## src/hw/rtl/mlsn_pkg.sv

```systemverilog
// Package: constants, codes, command/status types and lookup tables for the softmax NLL core.
`default_nettype none
package mlsn_pkg;

  localparam int MAX_PARAMS      = 4;
  localparam int MAX_GROUPS      = 4;
  localparam int EXP_TABLE_DEPTH = 256;
  localparam int EXP_IDX_W       = $clog2(EXP_TABLE_DEPTH);
  localparam int NCOEF           = MAX_PARAMS * (MAX_GROUPS - 1);
  localparam int NCOV            = 4;
  localparam int LOG_DEPTH       = 256;
  localparam int CFG_IDX_W       = 2;
  localparam int CFG_DATA_W      = 3;

  localparam logic [CFG_IDX_W-1:0] CFG_PARAMS_IN_USE = 2'd0;
  localparam logic [CFG_IDX_W-1:0] CFG_GROUPS_IN_USE = 2'd1;

  localparam logic [63:0] ONE30 = 64'd1 << 30;

  typedef enum logic [1:0] {
    REQ_COEF  = 2'd0,
    REQ_OBS   = 2'd1,
    REQ_CLEAR = 2'd2,
    REQ_NONE  = 2'd3
  } req_type_e;

  typedef enum logic [3:0] {
    OP_NONE,
    OP_DECODE,
    OP_MAC,
    OP_MAX,
    OP_XDIFF,
    OP_EXP,
    OP_DIV_INIT,
    OP_DIV_STEP,
    OP_DIV_STORE,
    OP_NLL,
    OP_ACC,
    OP_EMIT
  } dp_op_e;

  typedef struct packed {
    dp_op_e     op;
    logic       load;
    logic [1:0] grp;
    logic [1:0] prm;
  } dp_cmd_t;

  typedef struct packed {
    req_type_e req;
    logic      out_free;
  } dp_status_t;

  typedef logic [30:0] q30_t;
  typedef q30_t exp_frac_tab_t [EXP_TABLE_DEPTH];
  typedef q30_t exp_int_tab_t [16];
  typedef q30_t ln_tab_t [LOG_DEPTH];

  function automatic logic [63:0] exp_series(input logic [63:0] t);
    logic [63:0] s;
    logic [63:0] term;
    s    = ONE30;
    term = ONE30;
    for (int j = 1; j <= 24; j++) begin
      term = ((term * t) >> 30) / 64'(j);
      if ((j % 2) == 1) s = s - term;
      else s = s + term;
    end
    return s;
  endfunction

  function automatic logic [63:0] two_atanh(input logic [63:0] z);
    logic [63:0] z2;
    logic [63:0] pw;
    logic [63:0] acc;
    z2  = (z * z) >> 30;
    pw  = z;
    acc = 64'd0;
    for (int i = 0; i < 16; i++) begin
      acc = acc + pw / 64'(2 * i + 1);
      pw  = (pw * z2) >> 30;
    end
    return acc * 64'd2;
  endfunction

  function automatic exp_frac_tab_t build_exp_frac();
    exp_frac_tab_t tab;
    for (int k = 0; k < EXP_TABLE_DEPTH; k++) begin
      tab[k] = 31'(exp_series((64'(k) << 30) / 64'(EXP_TABLE_DEPTH)));
    end
    return tab;
  endfunction

  function automatic exp_int_tab_t build_exp_int();
    exp_int_tab_t tab;
    logic [63:0]  e1;
    logic [63:0]  v;
    e1 = exp_series(ONE30);
    v  = ONE30;
    tab[0] = 31'(v);
    for (int k = 1; k < 16; k++) begin
      v      = (v * e1) >> 30;
      tab[k] = 31'(v);
    end
    return tab;
  endfunction

  function automatic ln_tab_t build_ln_tab();
    ln_tab_t tab;
    for (int k = 0; k < LOG_DEPTH; k++) begin
      tab[k] = 31'(two_atanh((64'(k) << 30) / 64'(2 * LOG_DEPTH + k)));
    end
    return tab;
  endfunction

  localparam exp_frac_tab_t EXP_FRAC = build_exp_frac();
  localparam exp_int_tab_t  EXP_INT  = build_exp_int();
  localparam ln_tab_t       LN_TAB   = build_ln_tab();
  localparam logic [31:0]   LN_TWO   = 32'(two_atanh(ONE30 / 64'd3));

endpackage
`default_nettype wire

```

## src/hw/rtl/mlsn_ctrl.sv

```systemverilog
// Controller: sequences the datapath through MAC, max, exp, divide and likelihood phases.
`default_nettype none
module mlsn_ctrl (
  input  wire                  clk_i,
  input  wire                  rst_ni,
  input  wire                  in_valid_i,
  output logic                 in_ready_o,
  input  mlsn_pkg::dp_status_t status_i,
  output mlsn_pkg::dp_cmd_t    cmd_o
);
  import mlsn_pkg::*;

  typedef enum logic [3:0] {
    S_IDLE,
    S_DECODE,
    S_MAC,
    S_MAX,
    S_XDIFF,
    S_EXP,
    S_DIV_INIT,
    S_DIV_STEP,
    S_DIV_STORE,
    S_NLL,
    S_ACC,
    S_EMIT
  } state_e;

  state_e     state_q;
  logic [1:0] grp_q;
  logic [1:0] prm_q;
  logic [3:0] step_q;

  assign in_ready_o = (state_q == S_IDLE);

  always_comb begin
    cmd_o      = '0;
    cmd_o.op   = OP_NONE;
    cmd_o.load = in_valid_i && in_ready_o;
    cmd_o.grp  = grp_q;
    cmd_o.prm  = prm_q;
    unique case (state_q)
      S_IDLE:      cmd_o.op = OP_NONE;
      S_DECODE:    cmd_o.op = OP_DECODE;
      S_MAC:       cmd_o.op = OP_MAC;
      S_MAX:       cmd_o.op = OP_MAX;
      S_XDIFF:     cmd_o.op = OP_XDIFF;
      S_EXP:       cmd_o.op = OP_EXP;
      S_DIV_INIT:  cmd_o.op = OP_DIV_INIT;
      S_DIV_STEP:  cmd_o.op = OP_DIV_STEP;
      S_DIV_STORE: cmd_o.op = OP_DIV_STORE;
      S_NLL:       cmd_o.op = OP_NLL;
      S_ACC:       cmd_o.op = OP_ACC;
      S_EMIT:      cmd_o.op = status_i.out_free ? OP_EMIT : OP_NONE;
      default:     cmd_o.op = OP_NONE;
    endcase
  end

  always_ff @(posedge clk_i or negedge rst_ni) begin
    if (!rst_ni) begin
      state_q <= S_IDLE;
      grp_q   <= '0;
      prm_q   <= '0;
      step_q  <= '0;
    end else begin
      unique case (state_q)
        S_IDLE: begin
          if (in_valid_i) state_q <= S_DECODE;
        end
        S_DECODE: begin
          grp_q <= '0;
          prm_q <= '0;
          state_q <= (status_i.req == REQ_OBS) ? S_MAC : S_IDLE;
        end
        S_MAC: begin
          prm_q <= prm_q + 2'd1;
          if (prm_q == 2'd3) begin
            grp_q <= grp_q + 2'd1;
            if (grp_q == 2'd2) begin
              grp_q   <= '0;
              state_q <= S_MAX;
            end
          end
        end
        S_MAX: begin
          grp_q <= grp_q + 2'd1;
          if (grp_q == 2'd3) state_q <= S_XDIFF;
        end
        S_XDIFF: begin
          grp_q <= grp_q + 2'd1;
          if (grp_q == 2'd3) state_q <= S_EXP;
        end
        S_EXP: begin
          grp_q <= grp_q + 2'd1;
          if (grp_q == 2'd3) state_q <= S_DIV_INIT;
        end
        S_DIV_INIT: begin
          step_q  <= '0;
          state_q <= S_DIV_STEP;
        end
        S_DIV_STEP: begin
          step_q <= step_q + 4'd1;
          if (step_q == 4'd15) state_q <= S_DIV_STORE;
        end
        S_DIV_STORE: begin
          grp_q   <= grp_q + 2'd1;
          state_q <= (grp_q == 2'd3) ? S_NLL : S_DIV_INIT;
        end
        S_NLL:  state_q <= S_ACC;
        S_ACC:  state_q <= S_EMIT;
        S_EMIT: begin
          if (status_i.out_free) state_q <= S_IDLE;
        end
        default: state_q <= S_IDLE;
      endcase
    end
  end

endmodule
`default_nettype wire

```

## config.mk

```make
export PLATFORM = sky130hd
export DESIGN_NAME = mlsn_ctrl
export DESIGN_NICKNAME = d
export VERILOG_FILES = /design/src/hw/rtl/mlsn_pkg.sv /design/src/hw/rtl/mlsn_ctrl.sv
export SDC_FILE = /design/constraint.sdc
export NUM_CORES = 1
export LEC_CHECK = 0
export ABC_AREA = 1
export BUFFER_PORTS_ARGS = -buffer_cell sky130_fd_sc_hd__buf_2
export CORE_UTILIZATION = 24
export DETAILED_ROUTE_END_ITERATION = 7
export GPL_TIMING_DRIVEN = 0
export PLACE_DENSITY = 0.42
export SYNTH_ARGS = -nofsm -noshare
export SYNTH_HDL_FRONTEND = slang
export SYNTH_SLANG_ARGS = --single-unit
```

## constraint.sdc

```tcl
create_clock -name clk_i -period 1.92 [get_ports clk_i]
set_input_delay 0.192 -clock clk_i [delete_from_list [all_inputs] [get_ports clk_i]]
set_output_delay 0.192 -clock clk_i [all_outputs]
set_load 0.05 [all_outputs]
```

======== Word level (Yosys, flattened, before mapping) ========
Index checks and enable logic that the tools add are counted.
Widths: inputs -> output; s select.
operators by class
  equality and inequality tests ........... 24
  multiplexer cells ....................... 18
  add/sub/neg operators ................... 3
  reductions and logical operators ........ 8
operators by type and width
  operator             count
  $pmux 4 s12          1
  $pmux 4 s11          1
  $mux 4               10
  $eq 4x4->1 const B   5
  $eq 4x3->1 const B   4
  $ne 2x2->1 const B   8
  $eq 4x2->1 const B   2
  $pmux 4 s2           1
  $reduce_and 8->1     1
  $eq 2x2->1 const B   3
  $mux 2               3
  $pmux 2 s3           1
  $add 2x1->2 const B  2
  $add 4x1->4 const B  1
  $eq 4x1->1 const B   1
  $logic_not 4->1      1
  $pmux 2 s2           1
  $reduce_bool 2->1    2
  $reduce_or 4->1      1
  $reduce_bool 3->1    1
  $eq 2x1->1 const B   1
  $reduce_and 2->1     1
  $logic_and 1x1->1    1
word-level totals
  input bits .............................. 6
  logic and storage cells ................. 57
  bits in registers ....................... 12
  output and inout port bits .............. 10

======== Depth between registers and ports, before layout ========
Gate-level depths: netlist of the first run.
  word-level depth ........................ 4
  mapped depth ............................ 10
  depth with buffers taken out ............ 10

======== Worst setup path after synthesis of the first run ========
OpenSTA, ideal clock, no wires.
  path type ............................... register to output
  start ................................... register state_q[2]
  end ..................................... output cmd_o[4] in the netlist's numbering
  required time ........................... 1.728 ns
  path buffers ............................ 1
  data arrival time ....................... 1.928 ns
  cell stages (with the launch flop) ...... 6
  setup slack ............................. -0.200 ns
  cells stage by stage .................... dfrtp_1 -> inv_1 -> ha_1 -> clkbuf_8 -> inv_1 -> nor3_1
RTL lines
  what                    RTL line          source
  from (decl)             mlsn_ctrl.sv:28   state_e state_q;
  from (signal assigned)  mlsn_ctrl.sv:72   state_q <= (status_i.req == REQ_OBS) ? S_MAC : S_IDLE;
  from (signal assigned)  mlsn_ctrl.sv:106  state_q <= (grp_q == 2'd3) ? S_NLL : S_DIV_INIT;
  to (decl)               mlsn_ctrl.sv:9    output mlsn_pkg::dp_cmd_t cmd_o

==> results of run 1 <==
what timing repair did:
item	CTS	global route
pin swaps	1	0
endpoints found under the setup margin	3	3
gates resized for setup	7	7
setup buffers	1	2
hold buffers	1	0
endpoints found under the hold margin	12	0
cloned	0	0
cell families after synthesis:
kind of cell,synth area share
flip-flops,0.278
AND/OR/NAND/NOR,0.391
XOR/XNOR,0.00811
adder cells (fa/ha/maj),0.116
buffers and inverters,0.114
AO/OA/AOI/OAI,0.0939
worst min path at each step:
stage / from / to / slack, ps
finish: rst_ni / grp_q[1] / 370
global route: rst_ni / grp_q[1] / 390
detailed placement: rst_ni / prm_q[0] / 100
global placement: rst_ni / grp_q[0] / 90
floorplan: rst_ni / grp_q[0] / -100
CTS: status_i[1] / state_q[1] / 370
cells in the final DEF, fill, tap and decap left out, types with 2 or more instances in the layout:
cell	instances
nor2_4	5
nand3_1	20
o211ai_1	2
clkbuf_8	4
o21ai_0	7
ha_1	9
buf_2	12
buf_4	4
buf_6	3
inv_1	18
inv_2	3
nor2_1	8
dfrtp_1	12
nand2_1	38
a21oi_2	2
nand4_1	7
power groups by stage:
stage,Clock [W],Sequential [W],Combinational (W)
finish,0.000228,0.000446,0.00192
global route,0.000253,0.000466,0.00212
CTS,0.000238,0.000448,0.00183
detailed placement,0,0.000453,0.00177
global placement,0,0.000449,0.00176
floorplan,0,0.000556,0.00131
per-stage QoR:
| stage | hold slack [ps] | std cells | setup slack, ps |
|---|---|---|---|
| 2_1_floorplan | -104 | 148 | 183 |
| 3_3_place_gp | 85.4 | 215 | 188 |
| 4_1_cts | 372 | 220 | 24.4 |
| 3_5_place_dp | 103 | 215 | 134 |
| 6_report | 371 | 222 | 131 |
| 5_1_grt | 393 | 222 | 6.23 |
layer usage:
| metal | vias to the layer above | part of all wire |
|---|---|---|
| li1 | 531 | - |
| met1 | 462 | 0.49 |
| met2 | 15 | 0.47 |
| met3 | 2 | 0.033 |
| met4 | 0 | 0.010 |
| met5 | - | 0 |
worst max-delay path, stage by stage, from the launching register on:
cell	delay, ps
dfrtp_1	390
inv_1	90
ha_1	180
buf_8	150
inv_2	70
o21bai_4	120
nand2_1	70
a21oi_2	120
buf_6	170
registers in the layout, summed over array words and instances, names as in the netlist:
signal   cells
prm_q        2
state_q      4
grp_q        2
step_q       4
area by class of cell:
cell class | instances | area share
Sequential cell | 12 | 0.224
Tap cell | 52 | 0.0486
Inverter | 22 | 0.0626
Clock buffer | 3 | 0.0308
Buffer | 3 | 0.0299
Multi-Input combinational cell | 111 | 0.513
Timing Repair Buffer | 19 | 0.0915
==> results.toml, run 1 <==
[placement]
dp.final_hpwl_um = 2020
routabilityCongestion = 0.802
io_buffers = 15
dpl_cell_area_um2 = 1230

[power]
power_density_nw_per_um2 = 1940
swShare = 0.555
total_power_w = 0.00259
seq_power_share = 0.172
clock_power_share = 0.088
p_leak_nw = 0.721
combinationalPowerShare = 0.740
switching_power_w = 0.00144
peakVddDrop_mv = 0.578
p_int_w = 0.00115

[sta]
relSlewSlack = 0.800
finalHoldViolations = 0
period_share = 0.932
drv_slew = 0
worst_slew_pin_slew_ps = 299
clock_skew_ps = 2.51
finalSetupViolations = 0
fin_tns_setup_ps = 0
fmax_ghz = 0.559
rsz0062_at_grt = "false"
period_needed_ps = 1790

[layout]
area_growth_pct = 24.1
drive_gt1_frac = 0.259
final_nets = 188
finalInstanceArea_um2 = 1340
multi_input_area_um2 = 687
fillCellCount = 496
n_antenna_cell = 0
fin_util = 0.310
seq_area_um2 = 300

[synth]
synthCells = 148
synth.most_common_cell = "nand2_1"
synth_cell_type_count = 27
yosys.area.top_type = "dfrtp_1"
synth_area_per_cell_um2 = 7.30
ys_seq_area_frac = 0.278
ys_seq_elements = 12
syn-cell-area_um2 = 1080
synth_common_cells = "nand2_1 (38), inv_1 (20), nand3_1 (20)"
synth_ff_type = "dfrtp_1"
yosys_warnings = 0
synth_area_leaders = "dfrtp_1 (28%), nand2_1 (13%), ha_1 (12%), nand3_1 (9.3%), inv_1 (7.0%)"
synth_top_area_frac = 0.278
syn_nets = 164
synth_edf_count = 0
async_flop_share = 1.00

[drt]
viasPerCell = 4.55
drt-total-wl_um = 2530
routedWlPerCell_um = 11.4
first_pass_iters = 4
ant_nets = 0
vias = 1010
drc = 0
dr.first_iter.drc_count = 69

[run]
maxCapViolCount = 0

[global_route]
antenna_found_initial = 0
met1_usage = 0.154
grt_pass1_vias = 970
use_met3 = 0.0161
busiest_layer = "met2"
grt_overflow_total = 0
grtUsageTotal = 0.116
grt_max_degree = 13
grt_pass1_wl_um = 4530
grt_util_met2 = 0.187

[setup_path]
required_ps = 1730
cp_max_fo = 9
reg2reg_to = "state_q[1]"
arrival_ps = 1600
crit_type = "flip-flop to primary output"
r2r_setup_slack_ps = 390
r2r-start = "state_q[2]"
endpoint = "cmd_o[8]"
r2r_cells = 9
worstSetupStartpointType = "flip-flop"
cp-startpoint = "state_q[2]"
critPathCaptureType = "primary output"

[clock_tree]
cts_buffers = 3
path_clk_slew_ps = 50
cts_tree = "built"
htreeDepth = 1
cts_root_buf = "clkbuf_8"
cts_sinks = 12
cts.path.max_buffers = 2
clkLatencyLatePin_ps = 240

[floorplanning]
die_area_um2 = 4770
fp-row-count = 24
core_area_um2 = 4320
io_pins = 16
die-height_um = 69.1
die_x_um = 69.1
initial_utilization = 0.250

[hold_path]
min_path_type = "input port to async pin"

[status]
status = "complete, no violations"
(Power assumes the default switching activity.)
==> run 2: changes to the inputs <==
Settings changed: CORE_MARGIN set to 4.
==> results.toml, run 2 (synthesized netlist as in run 1, its figures left out) <==
[drt]
drt-total-wl_um = 2600
viasPerCell = 4.58
ant_nets = 0
drc = 0
routedWlPerCell_um = 11.6
vias = 1021
met2_length_um = 1130
first_pass_iters = 4
wl_met3_um = 115
dr.first_iter.drc_count = 89
maxUsedRoutingLayer = "met4"
met1_length_um = 1320

[status]
status = "complete, no violations"

[power]
power_density_nw_per_um2 = 1920
p_leak_nw = 0.722
peakVddDrop_mv = 0.505
switching_power_w = 0.00144
p_int_w = 0.00114
total_power_w = 0.00258
clock_power_share = 0.085
combinationalPowerShare = 0.741
swShare = 0.558
seq_power_share = 0.174

[clock_tree]
path_clk_slew_ps = 50
cts_root_buf = "clkbuf_8"
htreeDepth = 1
clkLatencyLatePin_ps = 230
cts_tree = "built"
cts.path.max_buffers = 2
cts_sinks = 12
cts_buffers = 3

[setup_path]
crit_type = "flip-flop to primary output"
r2r_setup_slack_ps = 370
arrival_ps = 1640
critPathCaptureType = "primary output"
worstSetupStartpointType = "flip-flop"
required_ps = 1730
cp_max_fo = 9

[floorplanning]
core_area_um2 = 4350
die-height_um = 75.1
fp-row-count = 24
die_x_um = 75.1
io_pins = 16
die_area_um2 = 5640
initial_utilization = 0.248

[layout]
fillCellCount = 477
n_antenna_cell = 0
final_nets = 189
final_cell_mix = "nand2_1 (38), nand3_1 (20), inv_1 (18), dfrtp_1 (12), buf_2 (12)"
area_growth_pct = 24.2
mostFrequentLayoutCell = "nand2_1"
drive_gt1_frac = 0.275
reg_top3 = "state_q (4), step_q (4)"
final_cells = 223

[global_route]
antenna_found_initial = 0
grt_pass1_wl_um = 4570
grt_max_degree = 13
grt_pass1_vias = 974
grtUsageTotal = 0.105
grt_overflow_total = 0

[run]
maxCapViolCount = 0

[sta]
worst_slew_pin_slew_ps = 280
finalHoldViolations = 0
period_needed_ps = 1840
finalSetupViolations = 0
drv_slew = 0
fin_tns_setup_ps = 0
period_share = 0.956
fmax_ghz = 0.545
clock_skew_ps = 0.395
relSlewSlack = 0.813

[placement]
routabilityCongestion = 0.826
numPlacedInstances = 215
io_buffers = 15
dp.final_hpwl_um = 2080

[hold_path]
min_path_type = "input port to flip-flop"
==> run 2: changes by cell type in the layout (fill, tap and decap cells not counted), sizes merged <==
cell,change
buf,+1
==> run 2: layout make-up <==
class	count	area [um^2]	share of cell area
Multi-Input combinational cell	111	684	0.510
Sequential cell	12	300	0.224
Timing Repair Buffer	20	126	0.0942
Inverter	22	83.8	0.0625
Tap cell	52	65.1	0.0485
Clock buffer	3	41.3	0.0308
Buffer	3	40.0	0.0299
==> run 2: critical path: stages (launching register included) <==
cell and delay [ps]:
dfrtp_1 400, inv_1 100, ha_2 190, buf_8 140
inv_2 70, o21bai_2 140, nand2_1 90, a21oi_2 120
buf_6 170
==> run 2: worst paths after layout <==
check | endpoint | startpoint | depth (start not counted)
max reg2reg | state_q[3] | state_q[2] | 10
max | cmd_o[8] | state_q[2] | 8
min in group asynchronous | grp_q[1] | rst_ni | 2
min | state_q[1] | status_i[1] | 5
max in group asynchronous | state_q[2] | rst_ni | 2
min reg2reg | step_q[3] | step_q[3] | 1
==> run 2: what timing repair did <==
item,in CTS,in global routing
hold buffers,1,0
endpoints found under the setup margin,3,3
endpoints found under the hold margin,12,0
gates resized for setup,7,7
setup buffers,2,2
pin swaps,1,1
==> run 2: metal layers <==
layer,GRT usage,vias to the layer above
met5,0,-
met2,0.155,12
met3,0.0147,2
met1,0.152,473
li1,-,534
met4,0.0415,0
==> run 2: metrics by stage <==
stage                      util  worst slack, ps  area [um^2]  hold WS [ps]
after floorplan               -              183         1090          -104
after global placement    0.282              188         1230          87.8
after detailed placement  0.282              129         1230          95.4
after CTS                 0.301             9.72         1310           350
after global routing      0.308          -0.0980         1340           401
final                     0.308             84.7         1340           361
==> run 2: power by group through the flow <==
stage          Sequential (W)  Clock (W)  Combinational (W)
6_report             0.000449   0.000219            0.00191
3_3_place_gp         0.000447          0            0.00176
2_1_floorplan        0.000556          0            0.00131
4_1_cts              0.000448   0.000232            0.00184
3_5_place_dp         0.000452          0            0.00177
5_1_grt              0.000466   0.000244            0.00213
==> run 3: changes to the inputs <==
==> constraint.sdc (replaced) <==
create_clock -name clk_i -period 1.92 [get_ports clk_i]
set_input_delay 0.192 -clock clk_i [delete_from_list [all_inputs] [get_ports clk_i]]
set_output_delay 0.192 -clock clk_i [all_outputs]
set_load 0.1 [all_outputs]
==> results.toml, run 3 (synthesized netlist as in run 1, its figures left out) <==
[floorplanning]
die-height_um = 75.1
die_area_um2 = 5640
fp-row-count = 24
initial_utilization = 0.248
die_x_um = 75.1
io_pins = 16
core_area_um2 = 4350

[clock_tree]
cts.path.max_buffers = 2
cts_sinks = 12
htreeDepth = 1
cts_tree = "built"
cts_buffers = 3
cts_root_buf = "clkbuf_8"
clkLatencyLatePin_ps = 240
path_clk_slew_ps = 50

[setup_path]
r2r-start = "state_q[2]"
cp_max_fo = 4
crit_type = "flip-flop to primary output"
critPathMaxStageDelay_ps = 390
critPathCaptureType = "primary output"
path_cells = "inv_1 -> ha_1 -> buf_8 -> inv_2 -> o21bai_4 -> nand2_1 -> a21oi_4 -> buf_12"
endpoint = "cmd_o[8]"
cp-startpoint = "state_q[2]"
reg2reg_to = "grp_q[0]"
r2r_cells = 10
r2r_setup_slack_ps = 300
arrival_ps = 1630
slowest_stage = "dfrtp_1"
required_ps = 1730
worstSetupStartpointType = "flip-flop"

[drt]
drt-total-wl_um = 2610
drc = 0
vias = 1029
ant_nets = 0
routedWlPerCell_um = 11.7
first_pass_iters = 4
viasPerCell = 4.59
dr.first_iter.drc_count = 35

[global_route]
grt_pass1_vias = 1000
antenna_found_initial = 0
grtUsageTotal = 0.102
grt_max_degree = 13
grt_overflow_total = 0
grt_pass1_wl_um = 4540

[status]
status = "complete, no violations"

[placement]
io_buffers = 15
numPlacedInstances = 215
dp.final_hpwl_um = 2060
routabilityCongestion = 0.870

[layout]
n_antenna_cell = 0
final_cells = 224
mostFrequentLayoutCell = "nand2_1"
fin_util = 0.320
final_cell_mix = "nand2_1 (38), nand3_1 (20), inv_1 (18), buf_2 (11), dfrtp_1 (10)"
fillCellCount = 464
final_nets = 189
reg_top3 = "state_q (4), step_q (4)"
area_growth_pct = 29.2
drive_gt1_frac = 0.285

[sta]
fmax_ghz = 0.548
fin_tns_setup_ps = 0
finalHoldViolations = 0
relSlewSlack = 0.678
finalSetupViolations = 0
period_share = 0.951
clock_skew_ps = 6.36
drv_slew = 0
period_needed_ps = 1830
rsz0062_at_grt = "true"
worst_slew_pin_slew_ps = 487

[hold_path]
min_path_type = "input port to flip-flop"

[run]
maxCapViolCount = 0
-- run 3: layout make-up --
| class | count | area [um^2] | share of cell area |
|---|---|---|---|
| repair buffers | 20 | 149 | 0.107 |
| plain buffers | 3 | 40.0 | 0.0287 |
| well taps | 52 | 65.1 | 0.0466 |
| inverters | 22 | 83.8 | 0.0601 |
| clock buffers | 4 | 45.0 | 0.0323 |
| multi-input cells | 111 | 709 | 0.509 |
| flip-flops and latches | 12 | 303 | 0.217 |
-- run 3: metal layers --
| metal | up-vias | GRT usage | share of wire | routed length, um |
|---|---|---|---|---|
| li1 | 533 | - | - | - |
| met2 | 18 | 0.159 | 0.47 | 1230 |
| met3 | 4 | 0.0334 | 0.039 | 101 |
| met4 | 0 | 0.0217 | 0.010 | 27 |
| met1 | 474 | 0.137 | 0.48 | 1250 |
| met5 | - | 0 | 0 | 0 |
-- run 3: timing repair --
action                                  CTS  global route
resized for setup                        13             7
hold buffers                              1             0
buffers inserted                          2             2
endpoints found under the hold margin    12             0
pin swaps                                 1             1
endpoints found under the setup margin    4             4
gates cloned                              0             0
-- run 3: critical path, delay by kind of cell (launching register included) --
family                     cells  cell delay [ps]
AOI/OAI and AO/OA              2              270
and+or+nand+nor                1              100
buffers and inverters          4              470
DFF                            1              390
adders and majority gates      1              180
-- run 3: how the worst min path moves through the flow --
stage | slack (ps) | end | startpoint | cells past startpoint
floorplan | -100 | grp_q[0] | rst_ni | 0
global placement | 90 | state_q[0] | rst_ni | 1
detailed placement | 90 | state_q[0] | rst_ni | 1
CTS | 350 | state_q[1] | status_i[1] | 5
global route | 370 | state_q[1] | status_i[1] | 5
finish | 340 | state_q[1] | status_i[1] | 5
-- run 3: per-stage QoR --
| stage | area [um^2] | setup slack (ps) | hold WS [ps] |
|---|---|---|---|
| finish | 1400 | 93.8 | 338 |
| CTS | 1360 | 1.69 | 349 |
| global route | 1400 | -0.854 | 374 |
| detailed placement | 1240 | -84.8 | 94.5 |
| floorplan | 1100 | -344 | -104 |
| global placement | 1240 | -25.2 | 89.0 |
Power of run 3 is left out: the tool's default activity adds up to more than one toggle a clock period on the data nets, which glitch-free logic cannot reach.
